$ cat config.mk
export PLATFORM = sky130hd
export DESIGN_NAME = crc_framed_packet_encoder_unit_flat
export DESIGN_NICKNAME = d
export VERILOG_FILES = /design/src/hw/rtl/cfe_pkg.sv /design/src/hw/rtl/cfe_req_if.sv /design/src/hw/rtl/cfe_rsp_if.sv /design/src/hw/rtl/cfe_front.sv /design/src/hw/rtl/cfe_queue.sv /design/src/hw/rtl/cfe_back.sv /design/src/hw/rtl/crc_framed_packet_encoder_unit.sv /design/src/flat_wrapper.sv
export SDC_FILE = /design/constraint.sdc
export NUM_CORES = 1
export LEC_CHECK = 0
export BUFFER_PORTS_ARGS = -buffer_cell sky130_fd_sc_hd__buf_4
export CAP_MARGIN = 20
export CORE_ASPECT_RATIO = 0.9
export CORE_MARGIN = 1.5
export CORE_UTILIZATION = 25
export DETAILED_ROUTE_END_ITERATION = 8
export GPL_TIMING_DRIVEN = 0
export PLACE_DENSITY = 0.45
export RECOVER_POWER = 50
export SLEW_MARGIN = 10
export SYNTH_ARGS = -nofsm -noshare
export SYNTH_HDL_FRONTEND = slang
export SYNTH_SLANG_ARGS = --single-unit
$ cat constraint.sdc
create_clock -name clock -period 4.1 [get_ports clock]
set_input_delay 0.82 -clock clock [delete_from_list [all_inputs] [get_ports clock]]
set_output_delay 0.82 -clock clock [all_outputs]
set_load 0.03 [all_outputs]
$ cat src/hw/rtl/cfe_pkg.sv
// Package for the CRC framed packet encoder: codes, command and config types,
// the CRC-16/CCITT-FALSE byte update and sizing constants.
// No dependencies.
`timescale 1ns / 1ps

package cfe_pkg;

   localparam int unsigned QueueDepth = 4;
   localparam logic [15:0] MaxBody    = 16'd256;
   localparam logic [15:0] CrcInit    = 16'hFFFF;
   localparam logic [15:0] CrcPoly    = 16'h1021;
   localparam logic [3:0]  HeaderLen  = 4'd8;

   typedef enum logic [1:0] {
      STATUS_OK       = 2'd0,
      STATUS_TOO_LONG = 2'd1,
      STATUS_NO_FRAME = 2'd2,
      STATUS_IN_FRAME = 2'd3
   } status_type;

   typedef enum logic [1:0] {
      CSR_MAGIC_FIRST  = 2'd0,
      CSR_MAGIC_SECOND = 2'd1,
      CSR_VERSION      = 2'd2
   } csr_index_type;

   typedef enum logic [1:0] {
      CMD_ERROR  = 2'd0,
      CMD_HEADER = 2'd1,
      CMD_BODY   = 2'd2
   } cmd_kind_type;

   typedef struct packed {
      cmd_kind_type kind;
      status_type   status;
      logic [7:0]   frame_type;
      logic [15:0]  sequence_number;
      logic [15:0]  body_length;
      logic [7:0]   body_byte;
      logic         has_crc;
   } cmd_type;

   typedef struct packed {
      logic [7:0] magic_first;
      logic [7:0] magic_second;
      logic [7:0] version_byte;
   } cfg_type;

   function automatic logic [15:0] crc_feed(input logic [15:0] crc, input logic [7:0] data);
      logic [15:0] c;
      c = crc ^ {data, 8'h00};
      for (int i = 0; i < 8; i++) begin
         if (c[15]) begin
            c = {c[14:0], 1'b0} ^ CrcPoly;
         end else begin
            c = {c[14:0], 1'b0};
         end
      end
      return c;
   endfunction

endpackage

$ cat src/hw/rtl/cfe_req_if.sv
// Request channel interface of the framed packet encoder.
// Depends on nothing.
`timescale 1ns / 1ps

interface cfe_req_if;
   logic        valid;
   logic        ready;
   logic        func;
   logic [7:0]  frame_type;
   logic [15:0] sequence_number;
   logic [15:0] body_length;
   logic [7:0]  body_byte;

   modport source (output valid, func, frame_type, sequence_number, body_length, body_byte,
                   input ready);
   modport sink (input valid, func, frame_type, sequence_number, body_length, body_byte,
                 output ready);
endinterface

$ cat src/hw/rtl/cfe_rsp_if.sv
// Response channel interface of the framed packet encoder.
// Depends on nothing.
`timescale 1ns / 1ps

interface cfe_rsp_if;
   logic       valid;
   logic       ready;
   logic [7:0] out_byte;
   logic       run_last;
   logic       frame_end;
   logic [1:0] status;

   modport source (output valid, out_byte, run_last, frame_end, status, input ready);
   modport sink (input valid, out_byte, run_last, frame_end, status, output ready);
endinterface

$ cat src/hw/rtl/cfe_front.sv
// Front end: accepts request transactions, tracks the open frame and turns
// each transaction into one command. Depends on cfe_pkg and cfe_req_if.
`timescale 1ns / 1ps

module cfe_front (
   input  logic             clock,
   input  logic             reset,
   cfe_req_if.sink          req_bus,
   input  logic             queue_full,
   output logic             cmd_push,
   output cfe_pkg::cmd_type cmd_data
);
   import cfe_pkg::*;

   logic        frame_open_ff, frame_open_in;
   logic [15:0] remain_ff, remain_in;
   logic        accept;

   assign req_bus.ready = !queue_full;
   assign accept        = req_bus.valid && !queue_full;
   assign cmd_push      = accept;

   always_comb begin
      frame_open_in            = frame_open_ff;
      remain_in                = remain_ff;
      cmd_data.kind            = CMD_ERROR;
      cmd_data.status          = STATUS_OK;
      cmd_data.frame_type      = req_bus.frame_type;
      cmd_data.sequence_number = req_bus.sequence_number;
      cmd_data.body_length     = req_bus.body_length;
      cmd_data.body_byte       = req_bus.body_byte;
      cmd_data.has_crc         = 1'b0;
      if (!req_bus.func) begin
         if (frame_open_ff) begin
            cmd_data.status = STATUS_IN_FRAME;
         end else if (req_bus.body_length > MaxBody) begin
            cmd_data.status = STATUS_TOO_LONG;
         end else begin
            cmd_data.kind    = CMD_HEADER;
            cmd_data.has_crc = (req_bus.body_length == 16'd0);
            if (accept && req_bus.body_length != 16'd0) begin
               frame_open_in = 1'b1;
               remain_in     = req_bus.body_length;
            end
         end
      end else begin
         if (!frame_open_ff) begin
            cmd_data.status = STATUS_NO_FRAME;
         end else begin
            cmd_data.kind    = CMD_BODY;
            cmd_data.has_crc = (remain_ff == 16'd1);
            if (accept) begin
               remain_in = remain_ff - 16'd1;
               if (remain_ff == 16'd1) begin
                  frame_open_in = 1'b0;
               end
            end
         end
      end
   end

   always_ff @(posedge clock) begin
      if (reset) begin
         frame_open_ff <= 1'b0;
         remain_ff     <= 16'd0;
      end else begin
         frame_open_ff <= frame_open_in;
         remain_ff     <= remain_in;
      end
   end

   a_open_matches_count: assert property (@(posedge clock) disable iff (reset)
      frame_open_ff == (remain_ff != 16'd0))
      else $error("frame open flag disagrees with remaining count");

endmodule

$ cat src/hw/rtl/cfe_queue.sv
// Small command queue between front and back end.
// Depends on cfe_pkg.
`timescale 1ns / 1ps

module cfe_queue #(
   parameter int unsigned DEPTH = cfe_pkg::QueueDepth
) (
   input  logic             clock,
   input  logic             reset,
   input  logic             push,
   input  cfe_pkg::cmd_type push_data,
   output logic             full,
   input  logic             pop,
   output logic             head_valid,
   output cfe_pkg::cmd_type head_data
);
   import cfe_pkg::*;

   localparam int unsigned PtrW = (DEPTH > 1) ? $clog2(DEPTH) : 1;
   localparam int unsigned CntW = $clog2(DEPTH + 1);
   localparam logic [PtrW-1:0] LastPtr = PtrW'(DEPTH - 1);
   localparam logic [CntW-1:0] FullCnt = CntW'(DEPTH);

   cmd_type         entry_ff [DEPTH];
   logic [PtrW-1:0] wr_ptr_ff, wr_ptr_in;
   logic [PtrW-1:0] rd_ptr_ff, rd_ptr_in;
   logic [CntW-1:0] count_ff, count_in;

   assign full       = (count_ff == FullCnt);
   assign head_valid = (count_ff != '0);
   assign head_data  = entry_ff[rd_ptr_ff];

   always_comb begin
      wr_ptr_in = wr_ptr_ff;
      rd_ptr_in = rd_ptr_ff;
      count_in  = count_ff;
      if (push) begin
         wr_ptr_in = (wr_ptr_ff == LastPtr) ? '0 : wr_ptr_ff + 1'b1;
      end
      if (pop) begin
         rd_ptr_in = (rd_ptr_ff == LastPtr) ? '0 : rd_ptr_ff + 1'b1;
      end
      if (push && !pop) begin
         count_in = count_ff + 1'b1;
      end else if (pop && !push) begin
         count_in = count_ff - 1'b1;
      end
   end

   always_ff @(posedge clock) begin
      if (reset) begin
         wr_ptr_ff <= '0;
         rd_ptr_ff <= '0;
         count_ff  <= '0;
      end else begin
         wr_ptr_ff <= wr_ptr_in;
         rd_ptr_ff <= rd_ptr_in;
         count_ff  <= count_in;
      end
   end

   always_ff @(posedge clock) begin
      if (push) begin
         entry_ff[wr_ptr_ff] <= push_data;
      end
   end

   a_no_overflow: assert property (@(posedge clock) disable iff (reset)
      push |-> !full)
      else $error("push into full queue");

   a_no_underflow: assert property (@(posedge clock) disable iff (reset)
      pop |-> head_valid)
      else $error("pop from empty queue");

endmodule

$ cat src/hw/rtl/cfe_back.sv
// Back end: expands each command into frame bytes, keeps the running CRC
// and holds the response register. Depends on cfe_pkg and cfe_rsp_if.
`timescale 1ns / 1ps

module cfe_back (
   input  logic             clock,
   input  logic             reset,
   input  cfe_pkg::cfg_type cfg,
   input  logic             cmd_valid,
   input  cfe_pkg::cmd_type cmd,
   output logic             cmd_pop,
   cfe_rsp_if.source        rsp_bus
);
   import cfe_pkg::*;

   logic [3:0]  step_ff, step_in;
   logic [15:0] crc_ff, crc_in;
   logic        rsp_valid_ff, rsp_valid_in;
   logic [7:0]  out_byte_ff;
   logic        run_last_ff;
   logic        frame_end_ff;
   status_type  status_ff;

   logic [3:0]  n_data;
   logic [3:0]  last_step;
   logic        emit;
   logic        is_last;
   logic        hash;
   logic [7:0]  cur_byte;

   always_comb begin
      n_data    = (cmd.kind == CMD_HEADER) ? HeaderLen : 4'd1;
      last_step = cmd.has_crc ? n_data + 4'd1 : n_data - 4'd1;
      is_last   = (step_ff == last_step);
      emit      = cmd_valid && (!rsp_valid_ff || rsp_bus.ready);
      cmd_pop   = emit && is_last;
   end

   always_comb begin
      cur_byte = 8'h00;
      hash     = 1'b0;
      if (step_ff == n_data) begin
         cur_byte = crc_ff[15:8];
      end else if (step_ff > n_data) begin
         cur_byte = crc_ff[7:0];
      end else begin
         case (cmd.kind)
            CMD_HEADER: begin
               hash = (step_ff >= 4'd2);
               case (step_ff)
                  4'd0:    cur_byte = cfg.magic_first;
                  4'd1:    cur_byte = cfg.magic_second;
                  4'd2:    cur_byte = cfg.version_byte;
                  4'd3:    cur_byte = cmd.frame_type;
                  4'd4:    cur_byte = cmd.sequence_number[15:8];
                  4'd5:    cur_byte = cmd.sequence_number[7:0];
                  4'd6:    cur_byte = cmd.body_length[15:8];
                  default: cur_byte = cmd.body_length[7:0];
               endcase
            end
            CMD_BODY: begin
               hash     = 1'b1;
               cur_byte = cmd.body_byte;
            end
            default: begin
               cur_byte = 8'h00;
            end
         endcase
      end
   end

   always_comb begin
      step_in      = step_ff;
      crc_in       = crc_ff;
      rsp_valid_in = rsp_valid_ff && !rsp_bus.ready;
      if (emit) begin
         rsp_valid_in = 1'b1;
         step_in      = is_last ? 4'd0 : step_ff + 4'd1;
         if (cmd.kind == CMD_HEADER && step_ff == 4'd0) begin
            crc_in = CrcInit;
         end else if (hash) begin
            crc_in = crc_feed(crc_ff, cur_byte);
         end
      end
   end

   always_ff @(posedge clock) begin
      if (reset) begin
         step_ff      <= 4'd0;
         crc_ff       <= CrcInit;
         rsp_valid_ff <= 1'b0;
      end else begin
         step_ff      <= step_in;
         crc_ff       <= crc_in;
         rsp_valid_ff <= rsp_valid_in;
      end
   end

   always_ff @(posedge clock) begin
      if (emit) begin
         out_byte_ff  <= cur_byte;
         run_last_ff  <= is_last;
         frame_end_ff <= is_last && cmd.has_crc;
         status_ff    <= cmd.status;
      end
   end

   assign rsp_bus.valid     = rsp_valid_ff;
   assign rsp_bus.out_byte  = out_byte_ff;
   assign rsp_bus.run_last  = run_last_ff;
   assign rsp_bus.frame_end = frame_end_ff;
   assign rsp_bus.status    = status_ff;

   a_end_is_last: assert property (@(posedge clock) disable iff (reset)
      rsp_valid_ff && frame_end_ff |-> run_last_ff)
      else $error("frame end not on last byte of transaction");

   a_error_single: assert property (@(posedge clock) disable iff (reset)
      rsp_valid_ff && status_ff != STATUS_OK |-> run_last_ff && out_byte_ff == 8'h00)
      else $error("error response malformed");

   a_step_bounded: assert property (@(posedge clock) disable iff (reset)
      step_ff <= 4'd9)
      else $error("byte step counter out of range");

endmodule

$ cat src/hw/rtl/crc_framed_packet_encoder_unit.sv
// CRC framed packet encoder, top level: configuration registers, front end,
// command queue and back end. Depends on cfe_pkg, cfe_req_if, cfe_rsp_if,
// cfe_front, cfe_queue and cfe_back.
//
// Usage:
//   req_bus carries one transaction per frame start (func 0: type, sequence,
//   length) or per payload byte (func 1). rsp_bus returns a byte run per
//   transaction: 8 header bytes for a start, 1 byte per payload item, plus two
//   CRC-16/CCITT-FALSE bytes after the last payload byte (or after the header
//   for an empty body). Malformed requests give one zero byte with a status.
//   csr_* writes magic_first (0), magic_second (1) and version_byte (2); write
//   only while the block is idle.
//   An accepted request goes through the command queue, and its first byte
//   then into the response register. The single back-end byte sequencer sends
//   one response byte per cycle while rsp_bus.ready holds; a payload request
//   gives 1 (or 3) output bytes, a header 8 (or 10), and the command queue
//   (QUEUE_DEPTH entries) absorbs requests meanwhile.
//   Reset clears frame state, queue and config; the CRC is set to CrcInit.
//   While rsp_bus.ready is low a valid response byte holds, the back end
//   stops and req_bus.ready drops once the queue fills.
`timescale 1ns / 1ps

module crc_framed_packet_encoder_unit #(
   parameter int unsigned QUEUE_DEPTH = cfe_pkg::QueueDepth
) (
   input  logic       clock,
   input  logic       reset,
   cfe_req_if.sink    req_bus,
   cfe_rsp_if.source  rsp_bus,
   input  logic       csr_wr_en,
   input  logic [1:0] csr_index,
   input  logic [7:0] csr_wr_data
);
   import cfe_pkg::*;

   cfg_type cfg_ff, cfg_in;
   logic    cmd_push;
   cmd_type cmd_in_data;
   logic    queue_full;
   logic    cmd_pop;
   logic    head_valid;
   cmd_type head_data;

   always_comb begin
      cfg_in = cfg_ff;
      if (csr_wr_en) begin
         case (csr_index)
            CSR_MAGIC_FIRST:  cfg_in.magic_first  = csr_wr_data;
            CSR_MAGIC_SECOND: cfg_in.magic_second = csr_wr_data;
            CSR_VERSION:      cfg_in.version_byte = csr_wr_data;
            default:          cfg_in = cfg_ff;
         endcase
      end
   end

   always_ff @(posedge clock) begin
      if (reset) begin
         cfg_ff <= '0;
      end else begin
         cfg_ff <= cfg_in;
      end
   end

   cfe_front u_front (
      .clock      (clock),
      .reset      (reset),
      .req_bus    (req_bus),
      .queue_full (queue_full),
      .cmd_push   (cmd_push),
      .cmd_data   (cmd_in_data)
   );

   cfe_queue #(
      .DEPTH (QUEUE_DEPTH)
   ) u_queue (
      .clock      (clock),
      .reset      (reset),
      .push       (cmd_push),
      .push_data  (cmd_in_data),
      .full       (queue_full),
      .pop        (cmd_pop),
      .head_valid (head_valid),
      .head_data  (head_data)
   );

   cfe_back u_back (
      .clock     (clock),
      .reset     (reset),
      .cfg       (cfg_ff),
      .cmd_valid (head_valid),
      .cmd       (head_data),
      .cmd_pop   (cmd_pop),
      .rsp_bus   (rsp_bus)
   );

endmodule

$ cat src/flat_wrapper.sv
// flat-port wrapper written by rule: the top's interface ports become plain ports
module crc_framed_packet_encoder_unit_flat import cfe_pkg::*;
#(
   parameter int unsigned QUEUE_DEPTH = cfe_pkg::QueueDepth
)
  (clock, reset, csr_wr_en, csr_index, csr_wr_data, req_bus_valid, req_bus_func, req_bus_frame_type, req_bus_sequence_number, req_bus_body_length, req_bus_body_byte, req_bus_ready, rsp_bus_valid, rsp_bus_out_byte, rsp_bus_run_last, rsp_bus_frame_end, rsp_bus_status, rsp_bus_ready);
  cfe_req_if req_bus_i ();
  cfe_rsp_if rsp_bus_i ();
  input  logic clock;
  input  logic reset;
  input  logic csr_wr_en;
  input  logic [1:0] csr_index;
  input  logic [7:0] csr_wr_data;
  input wire logic [$bits(req_bus_i.valid)-1:0] req_bus_valid;
  input wire logic [$bits(req_bus_i.func)-1:0] req_bus_func;
  input wire logic [$bits(req_bus_i.frame_type)-1:0] req_bus_frame_type;
  input wire logic [$bits(req_bus_i.sequence_number)-1:0] req_bus_sequence_number;
  input wire logic [$bits(req_bus_i.body_length)-1:0] req_bus_body_length;
  input wire logic [$bits(req_bus_i.body_byte)-1:0] req_bus_body_byte;
  output wire logic [$bits(req_bus_i.ready)-1:0] req_bus_ready;
  output wire logic [$bits(rsp_bus_i.valid)-1:0] rsp_bus_valid;
  output wire logic [$bits(rsp_bus_i.out_byte)-1:0] rsp_bus_out_byte;
  output wire logic [$bits(rsp_bus_i.run_last)-1:0] rsp_bus_run_last;
  output wire logic [$bits(rsp_bus_i.frame_end)-1:0] rsp_bus_frame_end;
  output wire logic [$bits(rsp_bus_i.status)-1:0] rsp_bus_status;
  input wire logic [$bits(rsp_bus_i.ready)-1:0] rsp_bus_ready;
  assign req_bus_i.valid = req_bus_valid;
  assign req_bus_i.func = req_bus_func;
  assign req_bus_i.frame_type = req_bus_frame_type;
  assign req_bus_i.sequence_number = req_bus_sequence_number;
  assign req_bus_i.body_length = req_bus_body_length;
  assign req_bus_i.body_byte = req_bus_body_byte;
  assign req_bus_ready = req_bus_i.ready;
  assign rsp_bus_valid = rsp_bus_i.valid;
  assign rsp_bus_out_byte = rsp_bus_i.out_byte;
  assign rsp_bus_run_last = rsp_bus_i.run_last;
  assign rsp_bus_frame_end = rsp_bus_i.frame_end;
  assign rsp_bus_status = rsp_bus_i.status;
  assign rsp_bus_i.ready = rsp_bus_ready;
  crc_framed_packet_encoder_unit #(.QUEUE_DEPTH(QUEUE_DEPTH)) u_core (.clock(clock), .reset(reset), .req_bus(req_bus_i), .rsp_bus(rsp_bus_i), .csr_wr_en(csr_wr_en), .csr_index(csr_index), .csr_wr_data(csr_wr_data));
endmodule
==> results.tsv, run 1 <==
metric	value	unit
Crit. End Element	flip-flop	
Routed WL	35300	um
GRT Residual Overflow	0	
R2R cell count	15	
Cell Count, Final, Fillers Out	1728	
Hold WC Path Type	reg2reg	
average wire per cell in the routed design	20.43	um
Synth area leaders	edfxtp_1 53%, dfxtp_1 11%, mux4_2 5.9%, mux2i_1 5.4%, nor2_1 2.9%	
diode count	0	
Top Ports	78	
Slew Viols, Final	0	
Die Wd	240.4	um
final core utilization	30.79	%
outcome	finished clean	
count leader, synth	edfxtp_1	
P&R area growth vs syn	22.06	%
Vias/cell	4.602	
Tmin final	4.045	ns
Lkg Pwr	0.005192	uW
CP startpoint kind	flip-flop	
pin count of the biggest net entering global routing	42	
mapped cell area	12680	um2
Fin. Hold Viols	0	
DP Worst Slack	-1.054	ns
clk buf depth	3	
reg-to-reg endpoint	u_core.u_back.crc_ff[1]	
net count of the mapped netlist	976	
cells after synthesis	891	
drt first pass iters	5	
Tcrit/Tclk final	98.67	%
Synth Warn #	0	
Synth area leader	edfxtp_1	
die span in y	216.7	um
CTS Sinks	295	
Worst Max-Slew Pin Slew	1.460	ns
Layout Skew	0.01400	ns
routed via count	7952	
Post-synth EDFFs	224	
DIE AREA	52080	um2
Netlist cell types	81	
antenna-violating nets left	0	
Main synth FF type	edfxtp_1	
DR iter-0 viols	606	
hold path start	u_core.cfg_ff[16]	
worst setup margin	0.05462	ns
GP Congestion	0.8137	
H-tree depth	2	
WL met1	16590	um
total track usage	13.54	%
max_slew headroom	2.677	%
Final #Nets	1108	
Port Buffers	77	
unrepaired setup endpoints after global routing	false	
Post-Place Cells	1654	
Max-cap violations	0	
CTS clock-pin slew for the worst setup and hold paths	0.06	ns
initial antenna violation count	0	
R2R setup slack	0.05	ns
minimum hold slack	0.4990	ns
kind of critical path	reg2reg	
Syn Area/Cell	14.23	um2
worst hold path depth	2	
CP max FO	6	
clock root cell	clkbuf_16	
met2 routed WL	16230	um
layout cells sized above 1	18.70	%
WHS Endpoint	u_core.cfg_ff[16]	
WL met3	1994	um
initial core utilization	25.23	%
Top Layer Used	met4	
row count	78	
hpwl dp	24420	um
pwr/cell area	650.5	nW/um2
# DRC	0	
register bit total from synthesis	295	
CTS tree	done	
first-pass GRT wire length	52080	um
# setup viols final	0	
vias in the first global route	7917	
area of the core	50260	um2
Synth async-reset ratio	0	%
top cell type's share of synthesized area	53.05	%
Fmax achieved	247.2	MHz
CTS Buf Count	34	
Skew-Pair Late Insertion Delay	0.51	ns
Peak VDD IR	0.0002444	V
required time worst endpoint	4.51	ns
synth cell count leaders	224 x edfxtp_1, 98 x nor2_1, 71 x dfxtp_1	
WP data arrival	4.45	ns
Seq/Total Area, Yosys	64.26	%
critical path, stage by stage (launching register included):
cell	delay (ns)
dfxtp_4	0.40
mux4_2	0.59
inv_2	0.10
ha_4	0.17
inv_4	0.06
ha_4	0.15
or4b_4	0.56
a311oi_4	0.39
buf_4	0.20
o21ai_4	0.06
a31oi_4	0.27
nor3_4	0.07
nor3_4	0.30
xor2_2	0.29
a21oi_1	0.10
or2_1	0.21
metrics by stage:
stage / cell area [um2] / total power (uW) / TNS [ns]
6_report: 15480 / 10070 / 0
5_1_grt: 15480 / 10550 / 0
4_1_cts: 15560 / 10110 / 0
3_5_place_dp: 14300 / 6875 / -18.96
3_3_place_gp: 14140 / 6804 / -27.30
2_1_floorplan: 12710 / 5882 / 0
layout make-up:
cell class	instances	area [um2]
clock inverter	17	158.9
timing repair buffer	103	742.0
multi-input combinational	531	4329
clock buffer	44	962.2
fill	5055	34780
buffer	41	215.2
tap	680	850.8
inverter	17	66.31
sequential	295	8153
state kept, by name, summed over array words and instances, names as in the netlist, named ones only:
signal                           flops
u_core.u_back.rsp_bus.status         2
u_core.u_back.rsp_bus.out_byte       8
u_core.u_queue.entry_ff            212
u_core.u_back.step_ff                4
u_core.u_queue.rd_ptr_ff             2
u_core.u_back.rsp_bus.frame_end      1
u_core.u_front.frame_open_ff         1
u_core.cfg_ff                       24
u_core.u_back.crc_ff                16
u_core.u_queue.wr_ptr_ff             2
u_core.u_back.rsp_bus.run_last       1
u_core.u_front.remain_ff            16
u_core.u_back.rsp_bus.valid          1
u_core.u_queue.count_ff              3
metal layers:
metal	track usage [%]	up-vias
met5	0	-
met4	2.893	0
met3	2.586	44
met2	21.12	228
met1	19.44	3995
li1	-	3685
cells by family (layout without fill, tap and decap cells):
logic type               Yosys count  after routing  synth area share (%)
multiplexers                     107            107                 11.87
AND/OR/NAND/NOR                  234            234                 9.029
flip-flops                       295            295                 64.26
adder cells (fa/ha/maj)           21             21                 2.131
buffers and inverters             65            222                 2.546
XOR/XNOR                          22             22                 1.914
AO/OA/AOI/OAI                    147            147                 8.250
cells in the final DEF, fill, tap and decap left out, types with 4 or more instances in the layout:
cell / instances
edfxtp_1: 224
nor2_1: 98
clkbuf_1: 81
dfxtp_1: 69
mux2i_1: 68
buf_4: 48
nand2_1: 47
clkbuf_16: 37
mux4_2: 33
a21oi_1: 32
o21ai_0: 21
o22ai_1: 19
ha_1: 18
a22oi_1: 15
inv_1: 15
nor3_1: 14
nand3_1: 10
xor2_1: 9
xnor2_1: 8
a222oi_1: 8
and3_1: 6
buf_2: 6
or2_2: 6
clkinv_1: 6
clkinv_2: 6
nand4_1: 5
nor4_1: 5
nand2b_1: 5
a21oi_2: 5
nand4bb_1: 5
a22o_1: 4
mux2_2: 4
o21ai_1: 4
where the power goes:
| group | switching (uW) | internal [uW] | total [uW] |
|---|---|---|---|
| logic | 1840 | 1370 | 3210 |
| registers | 169 | 3650 | 3810 |
| clock network | 1200 | 1840 | 3040 |
worst max path at each step:
stage | to | slack (ns) | cells past startpoint
floorplan | u_core.u_back.crc_ff[2] | 0.02 | 18
global placement | u_core.u_back.crc_ff[13] | -1.27 | 16
detailed placement | u_core.u_back.crc_ff[12] | -1.05 | 18
CTS | u_core.u_back.crc_ff[1] | 0.004 | 16
global route | u_core.u_back.crc_ff[1] | 0.0002 | 15
finish | u_core.u_back.crc_ff[1] | 0.05 | 15
repair_timing:
action                     CTS  global route
buffers inserted             5            12
resized for setup           16            11
cloned                       3             0
hold buffers                 0             0
setup endpoints to repair   35            12
pin swaps                    5             8
Note: power is estimated with default switching activity, not from simulation.
==> inputs of run 2 (changes only) <==
--- a/config.mk
+++ b/config.mk
@@ -12,7 +12,6 @@
 export CORE_UTILIZATION = 25
 export DETAILED_ROUTE_END_ITERATION = 8
 export GPL_TIMING_DRIVEN = 0
-export PLACE_DENSITY = 0.45
 export RECOVER_POWER = 50
 export SLEW_MARGIN = 10
 export SYNTH_ARGS = -nofsm -noshare
==> results.tsv, run 2 (synthesis gave the netlist of run 1 again) <==
metric	value	unit	change
outcome	finished, violations left		
failing checks	max-capacitance violations, max-slew violations		
pwr/cell area	664.7	nW/um2	+2.2%
pin count of the biggest net entering global routing	52		+24%
final core utilization	30.54	%	-0.25 points
Fin. Hold Viols	0		unchanged
Top Ports	78		unchanged
R2R cell count	16		+1
Final #Nets	1101		-0.63%
antenna-violating nets left	0		unchanged
Port Buffers	77		unchanged
reg-to-reg endpoint	u_core.u_back.crc_ff[1]		
Layout Skew	0.02310	ns	+0.009099 ns
average wire per cell in the routed design	19.32	um	-5.4%
Crit. End Element	flip-flop		
GRT Residual Overflow	0		unchanged
Tcrit/Tclk final	96.22	%	-2.4 points
die span in y	216.7	um	unchanged
WP data arrival	4.40	ns	-0.05 ns
routed via count	7996		+0.55%
drt first pass iters	5		unchanged
worst hold path depth	2		unchanged
power consumption	10200	uW	+1.4%
Fmax achieved	253.5	MHz	+2.5%
Lkg Pwr	0.005111	uW	-1.6%
Cell Count, Final, Fillers Out	1720		-0.46%
GP Congestion	0.8533		+4.9%
Routed WL	33230	um	-5.8%
max reg flops	212		unchanged
area of the core	50260	um2	unchanged
hold_buf cts	0		unchanged
Slew Viols, Final	154		+154
hold path start	u_core.u_front.remain_ff[14]		
layout cells sized above 1	18.65	%	-0.048 points
total track usage	12.53	%	-1.0 points
Skew-Pair Late Insertion Delay	0.58	ns	+0.07 ns
Die Wd	240.4	um	unchanged
clock root cell	clkbuf_16		
vias in the first global route	7746		-2.2%
CTS Sinks	295		unchanged
# DRC	0		unchanged
CTS clock-pin slew for the worst setup and hold paths	0.07	ns	about the same
Post-Place Cells	1652		-0.12%
DIE AREA	52080	um2	unchanged
DR iter-0 viols	816		+35%
Vias/cell	4.649		+1.0%
Tmin final	3.945	ns	-0.1004 ns
CTS Buf Count	30		-12%
row count	78		unchanged
CP max FO	5		-1
clk buf depth	3		unchanged
diode count	0		unchanged
CTS tree	done		
Peak VDD IR	0.0003097	V	+27%
area occupied by multi-input gates	4379	um2	+1.2%
Max-cap violations	4		+4
first-pass GRT wire length	48750	um	-6.4%
R2R setup slack	0.16	ns	+0.10 ns
Worst Max-Slew Pin Slew	1.566	ns	+0.1064 ns
WHS Endpoint	u_core.u_front.remain_ff[14]		
commonest non-fill, non-tap cell in the layout	edfxtp_1		
kind of critical path	reg2reg		
Largest regs	u_core.u_queue.entry_ff x212, u_core.cfg_ff x24		
unrepaired setup endpoints after global routing	false		
hpwl dp	22890	um	-6.3%
initial core utilization	25.23	%	unchanged
Filler cells	5040		-0.30%
CP startpoint kind	flip-flop		
# setup viols final	0		unchanged
Hold WC Path Type	reg2reg		
H-tree depth	1		-1
initial antenna violation count	1		+1
P&R area growth vs syn	21.07	%	
Storage cell area	8149	um2	about the same
commonest cells after routing, fill and taps aside	224 x edfxtp_1, 98 x nor2_1, 80 x clkbuf_1		
Top reg by flops	u_core.u_queue.entry_ff		
max_slew headroom	-4.418	%	-7.1 points
required time worst endpoint	4.56	ns	+0.05 ns
run 2: changes by cell type in the layout (fill, tap and decap cells not counted), sizes merged:
cell / change
clkinvlp: +2
bufbuf: -3
buf: -2
clkbuf: -4
bufinv: +5
clkinv: -6
run 2: how the worst max path moves through the flow:
stage	to	slack, ns	cells past startpoint
2_1_floorplan	u_core.u_back.crc_ff[2]	0.02	18
5_1_grt	u_core.u_back.crc_ff[1]	0.02	16
3_3_place_gp	u_core.u_back.crc_ff[12]	-1.01	18
3_5_place_dp	u_core.u_back.crc_ff[12]	-1.05	18
6_report	u_core.u_back.crc_ff[1]	0.16	16
4_1_cts	u_core.u_back.crc_ff[2]	-0.03	17
run 2: routing by layer:
metal  global-route usage, %  vias up  wire, um
met2                   20.13      253     15650
li1                        -     3674         -
met5                       0        -         8
met3                   2.547       45      2264
met1                   17.56     4022     14780
met4                   2.243        2       527
run 2: power by group:
part	internal (uW)	total [uW]	switching, uW	leakage, uW
sequential	3650	3820	167	0.00264
combinational	1470	3340	1870	0.00195
clock	1880	3050	1160	0.000528
total	7010	10200	3200	0.00511
run 2: final cells by class:
cell class	instances	area share, %
plain buffers	42	1.532
clock buffers	38	5.216
clock inverters	18	1.989
inverters	17	0.4320
multi-input cells	531	28.53
flip-flops and latches	295	53.08
well taps	680	5.542
repair buffers	99	3.676
run 2: stage by stage:
stage          hold slack [ns]  TNS (ns)  area (um2)  setup slack, ns
2_1_floorplan           0.4571         0       12710          0.01547
3_3_place_gp            0.4632    -17.44       14140           -1.014
3_5_place_dp            0.4847    -16.43       14280           -1.052
4_1_cts                 0.4144  -0.02999       15520         -0.02999
5_1_grt                 0.4834         0       15350          0.02323
6_report                0.4981         0       15350           0.1550
run 2: repair_timing:
item | 4_1_cts | 5_1_grt
setup endpoints to repair | 29 | 12
pin swaps | 9 | 8
buffers inserted | 12 | 6
resized for setup | 21 | 14
endpoints found under the hold margin | 0 | 0
run 2: critical path, stage by stage, from the launching register on:
cell      delay [ns]
dfxtp_2         0.34
buf_12          0.13
mux4_2          0.56
inv_2           0.09
ha_4            0.16
inv_4           0.05
ha_4            0.15
or4b_4          0.52
a311oi_4        0.40
buf_6           0.17
o21ai_2         0.06
a31oi_4         0.25
nor3_4          0.07
nor3_4          0.26
xor2_2          0.28
a21oi_1         0.10
or2_1           0.23
